==> src/hw/rtl/ecmc_pkg.sv <==
// ----------------------------------------------------------------------------
// ecmc_pkg
// Types and constants shared by the elevator car mode controller modules.
// ----------------------------------------------------------------------------
`default_nettype none

package ecmc_pkg;

    localparam int TIME_W  = 32;
    localparam int FLOOR_W = 8;
    localparam int FAULT_W = 8;
    localparam int SHOW_W  = 4;

    localparam int S_TDATA_W = 48;
    localparam int S_TUSER_W = 2;
    localparam int M_TDATA_W = 24;

    localparam logic [TIME_W-1:0] TRAVEL_MS_RST = 32'd1000;
    localparam logic [TIME_W-1:0] HOLD_MS_RST   = 32'd2000;

    typedef enum logic [0:0] {
        CFG_FLOOR_TRAVEL = 1'b0,
        CFG_DOOR_HOLD    = 1'b1
    } t_cfg_idx;

    typedef enum logic [1:0] {
        REQ_ASSIGN      = 2'd0,
        REQ_SET_FAULT   = 2'd1,
        REQ_CLEAR_FAULT = 2'd2,
        REQ_TICK        = 2'd3
    } t_req;

    typedef enum logic [1:0] {
        MODE_IDLE   = 2'd0,
        MODE_MOVING = 2'd1,
        MODE_DOOR   = 2'd2,
        MODE_FAULT  = 2'd3
    } t_mode;

    typedef enum logic [1:0] {
        MOT_IDLE = 2'd0,
        MOT_UP   = 2'd1,
        MOT_DOWN = 2'd2
    } t_motion;

    typedef struct packed {
        logic [TIME_W-1:0] travel_ms;
        logic [TIME_W-1:0] hold_ms;
    } t_cfg;

    typedef struct packed {
        t_req               req_type;
        logic [FLOOR_W-1:0] dest_floor;
        logic [FAULT_W-1:0] fault_id;
        logic [TIME_W-1:0]  now_ms;
    } t_event;

    typedef struct packed {
        logic [SHOW_W-1:0]  car_floor;
        t_motion            car_motion;
        t_mode              car_mode;
        logic               door_open;
        logic [FAULT_W-1:0] fault_status;
    } t_status;

endpackage

`default_nettype wire

==> src/hw/rtl/ecmc_cfg_regs.sv <==
// ----------------------------------------------------------------------------
// ecmc_cfg_regs
// Travel time and door hold time registers behind the configuration port.
// ----------------------------------------------------------------------------
`default_nettype none

module ecmc_cfg_regs
    import ecmc_pkg::*;
(
    input  wire logic              i_clk,
    input  wire logic              i_rst_n,
    input  wire logic              i_cfg_valid,
    output logic                   o_cfg_ready,
    input  wire t_cfg_idx          i_cfg_index,
    input  wire logic [TIME_W-1:0] i_cfg_data,
    output t_cfg                   o_cfg
);

    t_cfg r_cfg;

    assign o_cfg_ready = 1'b1;
    assign o_cfg       = r_cfg;

    always_ff @(posedge i_clk) begin
        if (!i_rst_n) begin
            r_cfg.travel_ms <= TRAVEL_MS_RST;
            r_cfg.hold_ms   <= HOLD_MS_RST;
        end else if (i_cfg_valid) begin
            unique case (i_cfg_index)
                CFG_FLOOR_TRAVEL: r_cfg.travel_ms <= i_cfg_data;
                CFG_DOOR_HOLD:    r_cfg.hold_ms   <= i_cfg_data;
                default:          r_cfg           <= r_cfg;
            endcase
        end
    end

endmodule

`default_nettype wire

==> src/hw/rtl/ecmc_in_stage.sv <==
// ----------------------------------------------------------------------------
// ecmc_in_stage
// Input register holding one event until the car state can take it.
// ----------------------------------------------------------------------------
`default_nettype none

module ecmc_in_stage
    import ecmc_pkg::*;
(
    input  wire logic   i_clk,
    input  wire logic   i_rst_n,
    input  wire logic   i_valid,
    output logic        o_ready,
    input  wire t_event i_event,
    input  wire logic   i_advance,
    output logic        o_valid,
    output t_event      o_event
);

    logic   r_valid;
    t_event r_event;

    assign o_ready = !r_valid || i_advance;
    assign o_valid = r_valid;
    assign o_event = r_event;

    always_ff @(posedge i_clk) begin
        if (!i_rst_n) begin
            r_valid <= 1'b0;
        end else if (o_ready) begin
            r_valid <= i_valid;
        end
    end

    always_ff @(posedge i_clk) begin
        if (i_valid && o_ready) begin
            r_event <= i_event;
        end
    end

endmodule

`default_nettype wire

==> src/hw/rtl/ecmc_core.sv <==
// ----------------------------------------------------------------------------
// ecmc_core
// Car state registers and the single-pass event update with status output.
// ----------------------------------------------------------------------------
`default_nettype none

module ecmc_core
    import ecmc_pkg::*;
#(
    parameter int TOP_FLOOR = 15
) (
    input  wire logic   i_clk,
    input  wire logic   i_rst_n,
    input  wire logic   i_fire,
    input  wire t_event i_event,
    input  wire t_cfg   i_cfg,
    output t_status     o_status
);

    localparam int LVL_W = $clog2(TOP_FLOOR + 1);
    localparam logic [LVL_W-1:0]   LVL_TOP   = LVL_W'(TOP_FLOOR);
    localparam logic [FLOOR_W-1:0] FLOOR_TOP = FLOOR_W'(TOP_FLOOR);

    logic [LVL_W-1:0]   r_cur,  n_cur;
    logic [LVL_W-1:0]   r_goal, n_goal;
    t_motion            r_dir,  n_dir;
    t_mode              r_mode, n_mode;
    logic               r_door, n_door;
    logic [FAULT_W-1:0] r_fault, n_fault;
    logic [TIME_W-1:0]  r_step_t, n_step_t;
    logic [TIME_W-1:0]  r_open_t, n_open_t;

    logic [TIME_W-1:0] step_elapsed;
    logic [TIME_W-1:0] door_elapsed;
    logic [LVL_W-1:0]  clamp_goal;
    logic [LVL_W-1:0]  step_cur;

    assign step_elapsed = i_event.now_ms - r_step_t;
    assign door_elapsed = i_event.now_ms - r_open_t;
    assign clamp_goal   = (i_event.dest_floor > FLOOR_TOP) ? LVL_TOP
                                                           : LVL_W'(i_event.dest_floor);

    always_comb begin
        step_cur = r_cur;
        if (r_dir == MOT_UP && r_cur < LVL_TOP) begin
            step_cur = r_cur + 1'b1;
        end else if (r_dir == MOT_DOWN && r_cur != '0) begin
            step_cur = r_cur - 1'b1;
        end
    end

    // next state
    always_comb begin
        n_cur    = r_cur;
        n_goal   = r_goal;
        n_dir    = r_dir;
        n_mode   = r_mode;
        n_door   = r_door;
        n_fault  = r_fault;
        n_step_t = r_step_t;
        n_open_t = r_open_t;
        if (i_fire) begin
            unique case (i_event.req_type)
                REQ_ASSIGN: begin
                    if (r_mode != MODE_FAULT) begin
                        n_goal = clamp_goal;
                        if (r_cur < clamp_goal) begin
                            n_dir  = MOT_UP;
                            n_mode = MODE_MOVING;
                            n_door = 1'b0;
                        end else if (r_cur > clamp_goal) begin
                            n_dir  = MOT_DOWN;
                            n_mode = MODE_MOVING;
                            n_door = 1'b0;
                        end else begin
                            n_dir  = MOT_IDLE;
                            n_mode = MODE_DOOR;
                            n_door = 1'b1;
                        end
                    end
                end
                REQ_SET_FAULT: begin
                    n_mode  = MODE_FAULT;
                    n_fault = i_event.fault_id;
                    n_dir   = MOT_IDLE;
                    n_door  = 1'b0;
                end
                REQ_CLEAR_FAULT: begin
                    if (r_mode == MODE_FAULT) begin
                        n_fault = '0;
                        n_mode  = MODE_IDLE;
                    end
                end
                REQ_TICK: begin
                    if (r_mode == MODE_MOVING && step_elapsed >= i_cfg.travel_ms) begin
                        n_step_t = i_event.now_ms;
                        n_cur    = step_cur;
                        if (step_cur < r_goal) begin
                            n_dir = MOT_UP;
                        end else if (step_cur > r_goal) begin
                            n_dir = MOT_DOWN;
                        end else begin
                            n_dir    = MOT_IDLE;
                            n_mode   = MODE_DOOR;
                            n_door   = 1'b1;
                            n_open_t = i_event.now_ms;
                        end
                    end else if (r_mode == MODE_DOOR && door_elapsed >= i_cfg.hold_ms) begin
                        n_door = 1'b0;
                        n_mode = MODE_IDLE;
                    end
                end
                default: begin
                    n_mode = r_mode;
                end
            endcase
        end
    end

    // status after the event
    always_comb begin
        o_status.car_floor    = SHOW_W'(n_cur);
        o_status.car_motion   = n_dir;
        o_status.car_mode     = n_mode;
        o_status.door_open    = n_door;
        o_status.fault_status = n_fault;
    end

    always_ff @(posedge i_clk) begin
        if (!i_rst_n) begin
            r_cur    <= '0;
            r_goal   <= '0;
            r_dir    <= MOT_IDLE;
            r_mode   <= MODE_IDLE;
            r_door   <= 1'b0;
            r_fault  <= '0;
            r_step_t <= '0;
            r_open_t <= '0;
        end else begin
            r_cur    <= n_cur;
            r_goal   <= n_goal;
            r_dir    <= n_dir;
            r_mode   <= n_mode;
            r_door   <= n_door;
            r_fault  <= n_fault;
            r_step_t <= n_step_t;
            r_open_t <= n_open_t;
        end
    end

endmodule

`default_nettype wire

==> src/hw/rtl/ecmc_out_stage.sv <==
// ----------------------------------------------------------------------------
// ecmc_out_stage
// Status result register toward the output stream.
// ----------------------------------------------------------------------------
`default_nettype none

module ecmc_out_stage
    import ecmc_pkg::*;
(
    input  wire logic    i_clk,
    input  wire logic    i_rst_n,
    input  wire logic    i_valid,
    output logic         o_ready,
    input  wire t_status i_status,
    output logic         o_valid,
    input  wire logic    i_ready,
    output t_status      o_status
);

    logic    r_valid;
    t_status r_status;

    assign o_ready  = !r_valid || i_ready;
    assign o_valid  = r_valid;
    assign o_status = r_status;

    always_ff @(posedge i_clk) begin
        if (!i_rst_n) begin
            r_valid <= 1'b0;
        end else if (o_ready) begin
            r_valid <= i_valid;
        end
    end

    always_ff @(posedge i_clk) begin
        if (i_valid && o_ready) begin
            r_status <= i_status;
        end
    end

endmodule

`default_nettype wire

==> src/hw/rtl/elevator_car_mode_controller.sv <==
// ----------------------------------------------------------------------------
// elevator_car_mode_controller
// Single elevator car mode controller with stream event input and status out.
// ----------------------------------------------------------------------------
// Takes one event per clock unless the output stalls (assign target, set
// fault, clear fault, time tick) and returns one status transaction per event,
// showing the car after the event. An event goes through the input register,
// one pass of update logic (two 32-bit elapsed-time subtracts and compares)
// and the status register; a stalled output holds back input only once both
// registers are full. The user must write travel and door hold times through
// the configuration channel only while no event is in flight; the block does
// not enforce this. Targets above TOP_FLOOR are clamped.
`default_nettype none

module elevator_car_mode_controller
    import ecmc_pkg::*;
#(
    parameter int TOP_FLOOR = 15
) (
    input  wire logic                 i_clk,
    input  wire logic                 i_rst_n,
    // tdata: dest_floor[7:0], fault_id[15:8], now_ms[47:16]
    input  wire logic                 i_s_axis_tvalid,
    output logic                      o_s_axis_tready,
    input  wire logic [S_TDATA_W-1:0] i_s_axis_tdata,
    // tuser: req_type[1:0]
    input  wire logic [S_TUSER_W-1:0] i_s_axis_tuser,
    // tdata: car_floor[3:0], car_motion[5:4], car_mode[7:6], door_open[8],
    //        fault_status[16:9], zero[23:17]
    output logic                      o_m_axis_tvalid,
    input  wire logic                 i_m_axis_tready,
    output logic [M_TDATA_W-1:0]      o_m_axis_tdata,
    input  wire logic                 i_cfg_valid,
    output logic                      o_cfg_ready,
    input  wire logic                 i_cfg_index,
    input  wire logic [TIME_W-1:0]    i_cfg_data
);

    t_cfg    cfg;
    t_event  in_event;
    t_event  stage_event;
    t_status core_status;
    t_status out_status;
    logic    stage_valid;
    logic    out_ready;

    assign in_event.req_type   = t_req'(i_s_axis_tuser);
    assign in_event.dest_floor = i_s_axis_tdata[7:0];
    assign in_event.fault_id   = i_s_axis_tdata[15:8];
    assign in_event.now_ms     = i_s_axis_tdata[47:16];

    ecmc_cfg_regs u_cfg (
        .i_clk       (i_clk),
        .i_rst_n     (i_rst_n),
        .i_cfg_valid (i_cfg_valid),
        .o_cfg_ready (o_cfg_ready),
        .i_cfg_index (t_cfg_idx'(i_cfg_index)),
        .i_cfg_data  (i_cfg_data),
        .o_cfg       (cfg)
    );

    ecmc_in_stage u_in (
        .i_clk     (i_clk),
        .i_rst_n   (i_rst_n),
        .i_valid   (i_s_axis_tvalid),
        .o_ready   (o_s_axis_tready),
        .i_event   (in_event),
        .i_advance (out_ready),
        .o_valid   (stage_valid),
        .o_event   (stage_event)
    );

    ecmc_core #(
        .TOP_FLOOR (TOP_FLOOR)
    ) u_core (
        .i_clk    (i_clk),
        .i_rst_n  (i_rst_n),
        .i_fire   (stage_valid && out_ready),
        .i_event  (stage_event),
        .i_cfg    (cfg),
        .o_status (core_status)
    );

    ecmc_out_stage u_out (
        .i_clk    (i_clk),
        .i_rst_n  (i_rst_n),
        .i_valid  (stage_valid),
        .o_ready  (out_ready),
        .i_status (core_status),
        .o_valid  (o_m_axis_tvalid),
        .i_ready  (i_m_axis_tready),
        .o_status (out_status)
    );

    assign o_m_axis_tdata = {7'd0, out_status.fault_status, out_status.door_open,
                             out_status.car_mode, out_status.car_motion,
                             out_status.car_floor};

endmodule

`default_nettype wire

==> config.mk <==
export PLATFORM = sky130hd
export DESIGN_NAME = elevator_car_mode_controller
export DESIGN_NICKNAME = d
export VERILOG_FILES = /design/src/hw/rtl/ecmc_pkg.sv /design/src/hw/rtl/ecmc_cfg_regs.sv /design/src/hw/rtl/ecmc_in_stage.sv /design/src/hw/rtl/ecmc_core.sv /design/src/hw/rtl/ecmc_out_stage.sv /design/src/hw/rtl/elevator_car_mode_controller.sv
export SDC_FILE = /design/constraint.sdc
export NUM_CORES = 1
export LEC_CHECK = 0
export BUFFER_PORTS_ARGS = -buffer_cell sky130_fd_sc_hd__buf_4
export CORE_ASPECT_RATIO = 0.75
export CORE_MARGIN = 2
export CORE_UTILIZATION = 61
export DETAILED_ROUTE_END_ITERATION = 10
export PLACE_DENSITY_LB_ADDON = 0.1
export SYNTH_ARGS = -nofsm -noshare
export SYNTH_HDL_FRONTEND = slang
export SYNTH_SLANG_ARGS = --single-unit
==> constraint.sdc <==
create_clock -name i_clk -period 6.1 [get_ports i_clk]
set_input_delay 0.305 -clock i_clk [delete_from_list [all_inputs] [get_ports i_clk]]
set_output_delay 0.305 -clock i_clk [all_outputs]
set_load 0.1 [all_outputs]
== Word level (Yosys, flattened, before mapping) ==
Cells that the tools add are included.

* Add/subtract/negate cells: 4
* Multipliers: 0
* Div/mod/pow operators: 0
* Magnitude comparators: 8
* Equal/unequal tests: 9
* Shift operators: 0
* Mux-type cells: 36
* Bitwise operators: 3
* Reductions and logical operators: 17

{| class="wikitable"
|+ Operator list
! operator !! number
|-
| >= comparator 32 bit || 2
|-
| subtractor 32 bit || 2
|-
| two-way mux 2 bit || 16
|-
| two-way mux 4 bit || 6
|-
| two-way mux 8 bit || 2
|-
| one-hot mux 8 bit (2 select lines) || 1
|-
| == test 2 bit, second input constant || 5
|-
| > comparator 4 bit || 2
|-
| > comparator 8 x 4 -> 1 bit, second input constant || 1
|-
| less-than comparator 4 bit || 2
|-
| two-way mux 1 bit || 8
|-
| one-hot mux 2 bit (4 select lines) || 1
|-
| == test 2 x 1 -> 1 bit, second input constant || 3
|-
| logical AND 1 bit || 6
|-
| one-hot mux 2 bit (3 select lines) || 1
|-
| AND reduction 3 bit || 2
|-
| AND reduction 5 bit || 1
|-
| adder 4 x 1 -> 4 bit, second input constant || 1
|-
| less-than comparator 4 bit, second input constant || 1
|-
| AND reduction 2 bit || 2
|-
| nonzero test 4 bit || 1
|-
| subtractor 4 x 1 -> 4 bit, second input constant || 1
|-
| NOT 1 bit || 3
|-
| one-hot mux 1 bit (3 select lines) || 1
|-
| other kinds (4) || 6
|}

* Bits in registers: 218
* Latch bits: 0
* RAM bits: 0
* Bits in read-only memories: 0
* Memories: 0

== Longest topological paths before layout ==
* Depth after elaboration: 10
* Depth in mapped cells: 25
* Mapped depth without buffers: 23

== Hierarchy ==
Synthesis repeated with hierarchy kept, for this count alone.

* Cells, all modules: 1400
* Area total of the unflattened synthesis: 13032.5 µm²

{| class="wikitable"
|+ By module, submodules not included
! module !! times used !! cells each !! area an instance (µm²) !! seq. area each (µm²)
|-
| ecmc_core || 1 || 1057 || 8384.3 || 1701.6
|-
| ecmc_cfg_regs || 1 || 257 || 2458.6 || 1281.2
|-
| ecmc_in_stage || 1 || 55 || 1559.0 || 1521.5
|-
| ecmc_out_stage || 1 || 22 || 568.0 || 530.5
|-
| elevator_car_mode_controller || 1 || 9 || 62.6 || 0.0
|}

== Least setup slack after synthesis ==
No wires, ideal clock.

* Path kind: register -> register
* Start point: register u_in.r_event (netlist bit u_in.o_event[0])
* End point: register u_out.r_status (netlist bit u_out.o_status[14]) (data pin)
* Setup time: 265 ps
* Arrival time: 4946 ps
* Setup slack: 888 ps
* Cell stages (with the launch flop): 23
* Path buffers: 1
* Path through: edfxtp_1 inv_1 ha_1 inv_1 fa_1 a21o_1 a21oi_2 o21ai_2 a2111oi_2 nand2b_2 o311ai_1 a221o_1 a311o_1 xor2_1 ha_1 nand4_1 or4_1 o21ai_0 a211oi_1 o31a_1 nor3_1 buf_2 mux2_1

{| class="wikitable"
|+ RTL lines
! item !! line !! text
|-
| start, declared || ecmc_in_stage.sv:21 || <nowiki>t_event r_event;</nowiki>
|-
| start signal, assigned || ecmc_in_stage.sv:37 || <nowiki>r_event <= i_event;</nowiki>
|-
| end signal, assigned || ecmc_out_stage.sv:37 || <nowiki>r_status <= i_status;</nowiki>
|-
| end, declared || ecmc_out_stage.sv:21 || <nowiki>t_status r_status;</nowiki>
|}

== Final worst setup path ==
* Start point: register u_in.r_event (netlist bit u_in.o_event[0])
* End point: register u_core.r_open_t[7]

* Longest elaborated chain between the ends: 4

{| class="wikitable"
|+ Ends and longest elaborated chain
! item !! line !! text
|-
| subtractor 32 bit || ecmc_core.sv:38 || <nowiki>assign step_elapsed = i_event.now_ms - r_step_t;</nowiki>
|-
| >= comparator 32 bit || ecmc_core.sv:95 || <nowiki>if (r_mode == MODE_MOVING && step_elapsed >= i_cfg.travel_ms) begin</nowiki>
|-
| logical AND 1 bit || ecmc_core.sv:95 ||
|-
| AND reduction 5 bit (no line) || - ||
|-
| end signal, assigned || ecmc_core.sv:147 || <nowiki>r_open_t <= n_open_t;</nowiki>
|-
| end, declared || ecmc_core.sv:31 || <nowiki>logic [TIME_W-1:0] r_open_t, n_open_t;</nowiki>
|}

Every way passes these cells.
A chain may end at the register's enable or synchronous reset.

==> flow_summary.yaml <==
final_layout:
  final_cell_mix: "162 x inv_1, 162 x nand2_1, 151 x dfxtp_1"
  stdcell_count: 1867
  layout-drive-gt1-share_pct: 10.8
  n_fill_cell: 1484
  final_util_pct: 74.7
  final_area_mm2: 0.0152
  area_growth_pct: 19.0
  layout.nets: 1799
  n_antenna_cell: 0
critical_path:
  r2r_slack_ns: 0.30
  worstSetupPathType: "reg2reg"
  path_max_fanout: 32
  critical_path.endpoint_type: "flip-flop"
  cp.arrival_ns: 6.16
  r2r_cells: 21
  rr_endpoint: "u_core.r_open_t[7]$_SDFFE_PN0P_"
  r2r-start: "u_in.o_event[0]$_DFFE_PP_"
  start_kind: "flip-flop"
  required_ns: 6.46
die:
  die_h_um: 129
  start_util_pct: 62.7
  row_count: 45
  fp.dieW_um: 171
  pin_count: 115
  core_area_mm2: 0.0204
  dieArea_mm2: 0.0221
placement:
  placed_area_mm2: 0.0138
  numPlacedInstances: 1774
  port_buffers: 106
  post-place-ws_ns: 0.275
  gp_congestion: 0.914
  dp.final_hpwl_mm: 22.5
yosys:
  synthMuxAreaShare_pct: 3.00
  synth-edff-count: 67
  synth_cell_type_count: 69
  synthArstFlopShare_pct: 0
  synth_simple_gate_area_share_pct: 14.1
  synth_top_family_by_area: "compound AO/OA/AOI/OAI gates"
  synth_top_cell_area_share_pct: 23.6
  synth_area_mm2: 0.0128
  synth_compound_area_share_pct: 18.5
  synth.largest_area_cell: "dfxtp_1"
  avgSynthCellArea_um2: 8.94
  yosys_most_used_dff: "dfxtp_1"
  synth_warnings: 0
  synthTopCellsByArea: "dfxtp_1 24%, edfxtp_1 16%, ha_1 14%"
  synth-xor-area-share_pct: 4.11
  seq_area_frac_synth_pct: 39.4
  netlist_instances: 1429
  synth_fa_ha_area_share_pct: 14.0
  ys_seq_elements: 218
clocking:
  cts.sinks: 218
  cts_tree: "yes"
  cts_buffers: 22
  clk_pin_slew_ns: 0.07
  clockBufferDepth: 3
  cts_htree_levels: 1
  clock_latency_ns: 0.52
  cts_root_buf: "clkbuf_16"
detailed_routing:
  wl_per_cell_um: 17.4
  dr.pass1.iters: 5
  drtIter0Drc: 1058
  drt_wl_total_mm: 32.6
  drt-vias-per-instance: 5.77
  postRouteAntennaNets: 0
  num_vias: 10800
  drcViolationCount: 0
global_routing:
  grt.overflow.total: 0
  grt_max_degree: 69
  grt_first_pass_wirelength_mm: 51.6
  antenna_found_initial: 0
  grt_pass1_vias: 9997
  grtUsageTotal_pct: 29.1
timing:
  finalMaxSlewViolations: 0
  hold_violations: 0
  tightest_slew_ns: 1.06
  clock_skew_ns: 0.0173
  slew_headroom_pct: 29.5
  max_freq_ghz: 0.173
  period_share_pct: 95.0
  holdWs_ns: 0.0161
  setup_ws_ns: 0.303
  finalSetupViolations: 0
  period_needed_ns: 5.80
worst_hold_path:
  whs_path_depth: 1
  min_path_type: "in2reg"
  whs_endpoint: "u_in.o_event[0]$_DFFE_PP_"
  hp-start: "i_s_axis_tdata[16]"
status:
  status: "complete, no violations"
power:
  power_density_mw_per_mm2: 253
  ir_drop_mv: 0.277
  p_leak_nw: 6.17
run:
  max-cap-violations: 0
==> worst max path at each step <==
| stage | from | endpoint | slack (ns) |
|---|---|---|---|
| 3_5_place_dp | u_in.o_event[0]$_DFFE_PP_ | u_core.r_cur[1]$_SDFF_PN0_ | 0.27 |
| 2_1_floorplan | u_in.o_event[0]$_DFFE_PP_ | u_out.o_status[14]$_DFFE_PP_ | 0.89 |
| 5_1_grt | u_in.o_event[0]$_DFFE_PP_ | u_core.r_open_t[3]$_SDFFE_PN0P_ | -0.02 |
| 3_3_place_gp | u_in.o_event[0]$_DFFE_PP_ | u_core.r_cur[3]$_SDFF_PN0_ | 0.46 |
| 6_report | u_in.o_event[0]$_DFFE_PP_ | u_core.r_open_t[7]$_SDFFE_PN0P_ | 0.30 |
| 4_1_cts | u_in.o_event[0]$_DFFE_PP_ | u_core.r_cur[1]$_SDFF_PN0_ | 0.25 |
==> through the flow <==
stage          total power (W)  TNS (ns)
6_report               0.00385         0
5_1_grt                0.00400   -0.0621
4_1_cts                0.00384         0
3_5_place_dp           0.00224         0
3_3_place_gp           0.00222         0
2_1_floorplan          0.00205         0
==> routing by layer <==
layer / global-route usage [%] / share of wire [%] / vias up
met5: 0 / 0 / -
met4: 4.44 / 1.4 / 0
met3: 6.02 / 8.8 / 33
met2: 42.4 / 41 / 402
met1: 45.1 / 48 / 5051
li1: - / - / 5279
==> flip-flops by register name, indices dropped and copies added, names as in the netlist, 2 cells and up <==
signal           count
u_cfg.o_cfg         64
u_in.o_event        50
u_core.r_open_t     32
u_core.r_step_t     32
u_out.o_status      17
u_core.r_fault       8
u_core.r_cur         4
u_core.r_goal        4
u_core.r_dir         2
u_core.r_mode        2
==> timing repair <==
item	in CTS	in global routing
setup endpoints to repair	0	71
buffers inserted	0	2
endpoints found under the hold margin	49	0
resized for setup	0	10
hold buffers	49	0
==> synth_stat cells (all sizes together) (20+ instances only) <==
cell / instances
nand3: 42
o31ai: 32
dfxtp: 151
ha: 140
xnor2: 42
nand2: 162
o21ai: 40
nand4: 22
nor2: 83
mux2i: 36
o211ai: 20
a21o: 48
inv: 163
buf: 20
clkbuf: 36
a21oi: 123
edfxtp: 67
==> worst max-delay path, cell delays in order (launching register included) <==
cell	delay (ns)
edfxtp_1	0.41
inv_1	0.10
ha_1	0.18
inv_1	0.06
fa_1	0.39
a21o_1	0.20
a21oi_4	0.20
o21ai_2	0.09
a2111oi_2	0.35
nand2b_4	0.21
o311ai_1	0.17
a221o_1	0.42
a311o_1	0.35
xor2_1	0.15
ha_1	0.30
nand4_1	0.15
or4_1	0.57
o31a_2	0.46
nor4b_4	0.30
buf_4	0.19
buf_8	0.26
o31ai_1	0.13
==> power by group <==
group	total [W]	leakage [nW]	internal (W)	switching, W
clock	0.00159	0.425	0.000989	0.000604
sequential	0.00158	1.88	0.00155	0.0000362
combinational	0.000671	3.86	0.000275	0.000397
==> cells by family after synthesis <==
| kind of cell | after synthesis |
|---|---|
| simple gates | 392 |
| compound gates | 358 |
| buf+inv | 219 |
| flops | 218 |
| fa+ha+maj | 142 |
| xor+xnor | 60 |
| mux | 38 |
| other cells | 2 |
==> cell type report <==
cell class	count	area [µm²]	share of cell area (%)
repair buffers	166	1410	9.27
clock inverters	13	244	1.60
well taps	282	353	2.32
flip-flops and latches	218	5030	33.1
inverters	163	613	4.03
clock buffers	27	621	4.08
multi-input cells	998	6940	45.6
No activity file was read; power rests on OpenSTA's default activity.
